### src/rtl/isbc_pkg.sv
// ----------------------------------------------------------------------------
// isbc_pkg: shared definitions for the IMU stillness bias calibration block
// Sample and register widths, reset values, register indexes and the
// pipeline item that carries one six-axis sample.
// ----------------------------------------------------------------------------
`timescale 1ns / 1ps

package isbc_pkg;

  localparam int SAMPLE_W          = 16;
  localparam int NUM_AXES          = 6;
  localparam int STILL_SAMPLES_DEF = 400;

  localparam int THR_W      = 16;
  localparam int GRAV_W     = 15;
  localparam int CFG_IDX_W  = 1;
  localparam int CFG_DATA_W = 16;

  localparam logic [THR_W-1:0]  THRESHOLD_RST = 16'd50;
  localparam logic [GRAV_W-1:0] GRAVITY_RST   = 15'd16384;

  localparam logic [CFG_IDX_W-1:0] REG_STILL_THRESHOLD = 1'd0;
  localparam logic [CFG_IDX_W-1:0] REG_GRAVITY_COUNTS  = 1'd1;

  // Axis order: accel x, y, z, then gyro x, y, z.
  localparam int AX_ACCEL_Z = 2;
  localparam int AX_GYRO_X  = 3;

  typedef struct packed {
    logic [NUM_AXES-1:0][SAMPLE_W-1:0] axis;
    logic                              still;
    logic                              cal;
  } item_t;

endpackage

### src/rtl/isbc_div.sv
// ----------------------------------------------------------------------------
// isbc_div: signed sum to per-axis offset, divide by the sample count
// Three registered steps: magnitude, multiply by a reciprocal, sign restore.
// Truncates toward zero; exact over the full range of the running sum.
// ----------------------------------------------------------------------------
`timescale 1ns / 1ps

module isbc_div #(
  parameter int STILL_SAMPLES = isbc_pkg::STILL_SAMPLES_DEF
) (
  input  logic                                                      clk,
  input  logic signed [isbc_pkg::SAMPLE_W+$clog2(STILL_SAMPLES)-1:0] sum,
  output logic signed [isbc_pkg::SAMPLE_W-1:0]                      offset
);
  import isbc_pkg::*;

  localparam int CL    = $clog2(STILL_SAMPLES);
  localparam int SUMW  = SAMPLE_W + CL;
  localparam int SHIFT = SUMW + CL;
  localparam int RW    = SUMW + 1;
  localparam int PW    = SUMW + RW;
  localparam longint unsigned RECIP_FULL =
    ((64'd1 << SHIFT) + 64'(STILL_SAMPLES) - 64'd1) / 64'(STILL_SAMPLES);
  localparam logic [RW-1:0] RECIP = RECIP_FULL[RW-1:0];

  logic            [SUMW-1:0]     mag;
  logic                           neg_mag;
  logic            [PW-1:0]       prod;
  logic                           neg_prod;
  logic            [SAMPLE_W-1:0] quot;

  assign quot = prod[SHIFT+SAMPLE_W-1:SHIFT];

  always_ff @(posedge clk) begin
    neg_mag  <= sum[SUMW-1];
    mag      <= sum[SUMW-1] ? (~sum + 1'b1) : sum;
    neg_prod <= neg_mag;
    prod     <= PW'(mag) * PW'(RECIP);
    offset   <= neg_prod ? (~quot + 1'b1) : quot;
  end

endmodule

### config.mk
export PLATFORM = sky130hd
export DESIGN_NAME = isbc_div
export DESIGN_NICKNAME = d
export VERILOG_FILES = /design/src/rtl/isbc_pkg.sv /design/src/rtl/isbc_div.sv
export SDC_FILE = /design/constraint.sdc
export NUM_CORES = 1
export LEC_CHECK = 0
export BUFFER_PORTS_ARGS = -buffer_cell sky130_fd_sc_hd__buf_4
export CELL_PAD_IN_SITES_DETAIL_PLACEMENT = 1
export CELL_PAD_IN_SITES_GLOBAL_PLACEMENT = 2
export CORE_ASPECT_RATIO = 0.8
export CORE_UTILIZATION = 35
export DETAILED_ROUTE_END_ITERATION = 10
export GPL_TIMING_DRIVEN = 1
export PLACE_DENSITY_LB_ADDON = 0.1
export SLEW_MARGIN = 20
export SYNTH_ARGS = -nofsm -noshare
export SYNTH_HDL_FRONTEND = slang
export SYNTH_SLANG_ARGS = --single-unit
### constraint.sdc
create_clock -name clk -period 6.4 [get_ports clk]
set_input_delay 0.96 -clock clk [delete_from_list [all_inputs] [get_ports clk]]
set_output_delay 0.96 -clock clk [all_outputs]
set_load 0.01 [all_outputs]
== Yosys cells after proc, flatten, opt, wreduce, memory -nomap -nowiden ==
Cells that the tools add are included.
Cells by class
  add/subtract/negate cells: 2
  multipliers: 1
  divide/modulo/power cells: 0
  $lt $le $gt $ge: 0
  eq/ne operators: 0
  shifts and indexed selects: 0
  muxes and demuxes: 2
  bitwise operators: 2
  reductions and logical operators: 0
Operators by type and width (number)
  $mul A25 B26 Y50 const B: 1
  $add A25 B1 Y25 const B: 1
  $not A25 Y25: 1
  $mux W24: 1
  $add A16 B1 Y16 const B: 1
  $mux W16: 1
  $not A16 Y16: 1
Storage, ports and cells
  register bits: 93
  latch bits: 0
  memory bits (writable): 0
  bits in read-only memories: 0
  input bits: 26
  output and inout bits: 16
  logic and storage cells: 13
  memories kept: 0

== Longest topological paths before layout ==
  depth in word-level cells: 3
  gate-level depth with buffers: 24
  gate-level depth less buffers: 24

== Worst setup path after synthesis ==
Ideal clock, no wire load.
  path type: reg-to-reg
  start point: register mag[8]
  end point: register prod[49]
  library setup time: 0.121 ns
  data arrival time: 5.865 ns
  data required time: 6.279 ns
  path slack: 0.415 ns
  cell stages (with the launch flop): 23
  path buffers: 0
  cell sequence: dfxtp_1 inv_1 fa_1 inv_1 fa_1 inv_1 fa_1 inv_1 fa_1 fa_1 fa_1 inv_1 fa_1 inv_1 ha_1 nand2_1 nor4_1 nand3_1 nor2_1 a211oi_4 nor4b_1 a211oi_2 xnor2_1
On the way
  word-level cells in the longest chain between the ends: 1
Ends and longest elaborated chain
  from (decl): line isbc_div.sv:26  | logic [SUMW-1:0] mag;
  from (signal assigned): line isbc_div.sv:36  | mag <= sum[SUMW-1] ? (~sum + 1'b1) : sum;
  $mul A25 B26 Y50: line isbc_div.sv:38  | prod <= PW'(mag) * PW'(RECIP);
  to (signal assigned): line isbc_div.sv:38
  to (decl): line isbc_div.sv:28  | logic [PW-1:0] prod;
Every way passes these cells.
A chain may end at the register's enable or synchronous reset.

== Worst setup path in the final report ==
  start point: register mag[18]
  end point: register prod[49]
The elaborated chain is that of the path after synthesis.

==> results_tabular.tex <==
\begin{tabular}{lr}
\hline
Metric & Value \\
\hline
\multicolumn{2}{l}{\textbf{Clock tree}} \\
CTS sink count & 59 \\
Clock input transition at the sequential cells of the worst setup and hold paths & 70 ps \\
Number of buffers between clock root and the deepest sink & 2 \\
Worst-skew pair later-pin latency & 360 ps \\
CTS Root Buffer Type & clkbuf\_16 \\
Count of H-tree levels built during CTS & 3 \\
Clock tree from TritonCTS & yes \\
Number of buffers inserted during clock tree synthesis & 9 \\
\multicolumn{2}{l}{\textbf{Cells and area}} \\
Most common cell after layout, fill and taps aside & inv\_1 \\
Number of nets at the end of the flow & 1,867 \\
Final standard cell area without fillers & 0.0140 mm² \\
Area growth from synthesis to layout & 13.6\% \\
Highest-count cells in the layout ignoring fill and taps & inv\_1, ha\_1, fa\_1 \\
Share of layout cells above drive strength 1 & 0.112 \\
\multicolumn{2}{l}{\textbf{Detailed routing}} \\
Count of antenna-violating nets left after detailed routing & 0 \\
DRC marker count from the first detailed-route iteration & 298 \\
Router iterations before antenna repair & 4 \\
Via-per-instance ratio & 4.67 \\
Average detailed-routed wire length per instance & 20.0 µm \\
Drt drc & 0 \\
Via count of the routed design & 8,600 \\
Total length of routed wires & 36,900 µm \\
\multicolumn{2}{l}{\textbf{Floorplan}} \\
Horizontal die dimension & 212 µm \\
Floorplan row count & 61 \\
Floorplan die area & 0.0361 mm² \\
Die Y-Extent & 170 µm \\
Ports placed on the boundary & 42 \\
Starting density of the core & 0.356 \\
Area inside the core boundary & 0.0347 mm² \\
\multicolumn{2}{l}{\textbf{Outcome}} \\
Result of the run & finished clean \\
\multicolumn{2}{l}{\textbf{Synth}} \\
Number of distinct library cells after synthesis & 50 \\
Flip-flop cell with the highest count after synthesis & dfxtp\_1 \\
Yosys synthesis warning count & 0 \\
Sequential cell area fraction in the yosys report & 0.0956 \\
Number of nets in the synthesized netlist & 1,764 \\
Yosys reg bits & 59 \\
Mean Syn Cell Area & 9.79 µm² \\
Number of synthesized flops with an enable pin & 0 \\
Cell count after synthesis & 1,262 \\
Synth Cell Area & 0.0124 mm² \\
Ys async rst share & 0 \\
\multicolumn{2}{l}{\textbf{STA}} \\
Number of setup violations in the final report & 0 \\
Period utilisation layout & 0.958 \\
Count of endpoints failing hold in the final timing report & 0 \\
RSZ-0062 raised after global routing & no \\
Clk\_skew & 14.7 ps \\
Slew HR & 0.501 \\
Transition time at the pin with the least slew margin & 744 ps \\
Peak clock frequency supported by timing & 163 MHz \\
Final worst hold slack & 351 ps \\
Clock period minus final worst setup slack & 6130 ps \\
Final slew viol count & 0 \\
\multicolumn{2}{l}{\textbf{Setup path}} \\
Worst reg-to-reg path cell count & 17 \\
Crit path DAT & 6380 ps \\
Required time worst endpoint & 6650 ps \\
Critical path start-end classification & reg -> reg \\
Startpoint class of the critical path & flop \\
Endpoint kind of the worst setup timing path & flop \\
Critical path peak fanout & 6 \\
\multicolumn{2}{l}{\textbf{Global routing}} \\
Total grt overflow & 0 \\
Number of global-route vias before repair & 9,669 \\
Initial antenna violation count & 0 \\
Global-route wire length before repair & 56,800 µm \\
Maximum number of pins on one net before global-route repair & 27 \\
All-Layer GR Usage & 0.217 \\
\multicolumn{2}{l}{\textbf{Min path}} \\
Hold depth & 0 \\
Hold/Removal Path Class & reg -> reg \\
\multicolumn{2}{l}{\textbf{Placement}} \\
Area of placed instances & 0.0136 mm² \\
Count of buffers from port buffering & 41 \\
Final GP Congestion & 0.885 \\
Final HPWL from detailed placement & 33,900 µm \\
\multicolumn{2}{l}{\textbf{Job}} \\
\# Max-Cap Violations & 0 \\
\hline
\end{tabular}
-- stage by stage --
step | worst slack, ps | setup TNS (ps) | std cells | util
floorplan | 415 | 0 | 1262 | -
global placement | -147 | -189 | 1825 | 0.393
detailed placement | -205 | -517 | 1825 | 0.393
CTS | 23.0 | 0 | 1841 | 0.401
global route | 8.52 | 0 | 1842 | 0.404
finish | 268 | 0 | 1843 | 0.404
-- sequential cells by signal (all words and copies together) (netlist names) --
name	cells
mag	25
neg_mag	1
neg_prod	1
offset	16
prod	16
-- final timing paths --
kind	start	end	slack, ps
worst max-delay path	mag[18]	prod[49]	270
worst min-delay path	prod[34]	offset[0]	350
worst max register to register	mag[18]	prod[49]	270
worst min register to register	prod[34]	offset[0]	350
-- cell usage after synthesis, types with 9 or more instances --
cell type | count | area (µm²)
ha_1 | 261 | 3270
nand4_1 | 9 | 56.3
nand3_1 | 15 | 75.1
inv_1 | 391 | 1470
o31ai_1 | 9 | 67.6
a21o_1 | 13 | 97.6
nand2_1 | 44 | 165
dfxtp_1 | 59 | 1180
a21oi_1 | 38 | 190
nor2_1 | 20 | 75.1
o21ai_0 | 32 | 160
fa_1 | 215 | 4300
xnor2_1 | 50 | 438
-- metal layers --
metal	GRT usage	vias up	routed length, µm
li1	-	4155	-
met5	0	-	0
met1	0.298	4338	17300
met4	0.0340	0	276
met2	0.346	92	17100
met3	0.0589	15	2180
-- kinds of logic (layout without fill, tap and decap cells) --
group | count (synthesis) | count (layout) | synth area share
buf+inv | 396 | 504 | 0.120
simple gates | 130 | 130 | 0.0539
flops | 59 | 59 | 0.0956
other cells | 0 | 1 | 0
fa+ha+maj | 476 | 476 | 0.613
xor+xnor | 56 | 56 | 0.0397
compound gates | 145 | 145 | 0.0778
-- worst max-delay path: stages, from the launching register on --
cell and delay (ps):
dfxtp_1 570, fa_1 560, fa_1 580, fa_1 450
fa_1 530, fa_1 590, inv_1 70, fa_1 530
inv_1 40, ha_1 190, ha_1 230, a21o_1 190
a221o_1 300, a221o_1 410, a211oi_4 370, nor4b_2 100
a211oi_2 220, xnor2_1 80
-- layout make-up --
| cell class | count | area (µm²) |
|---|---|---|
| flip-flops and latches | 59 | 1190 |
| well taps | 472 | 591 |
| repair buffers | 97 | 728 |
| clock inverters | 7 | 61.3 |
| clock buffers | 9 | 225 |
| multi-input cells | 807 | 9770 |
| diodes | 1 | 2.50 |
| inverters | 391 | 1470 |
| fillers | 4033 | 20700 |
-- what timing repair did --
action | CTS | global route
hold endpoints to repair | 0 | 0
pin swaps | 0 | 6
hold buffers | 0 | 0
endpoints found under the setup margin | 7 | 13
gates resized for setup | 2 | 28
buffers inserted | 0 | 1
Power is not shown: default switching activity piles up to over one toggle a cycle in this logic, so the estimate is an artifact.
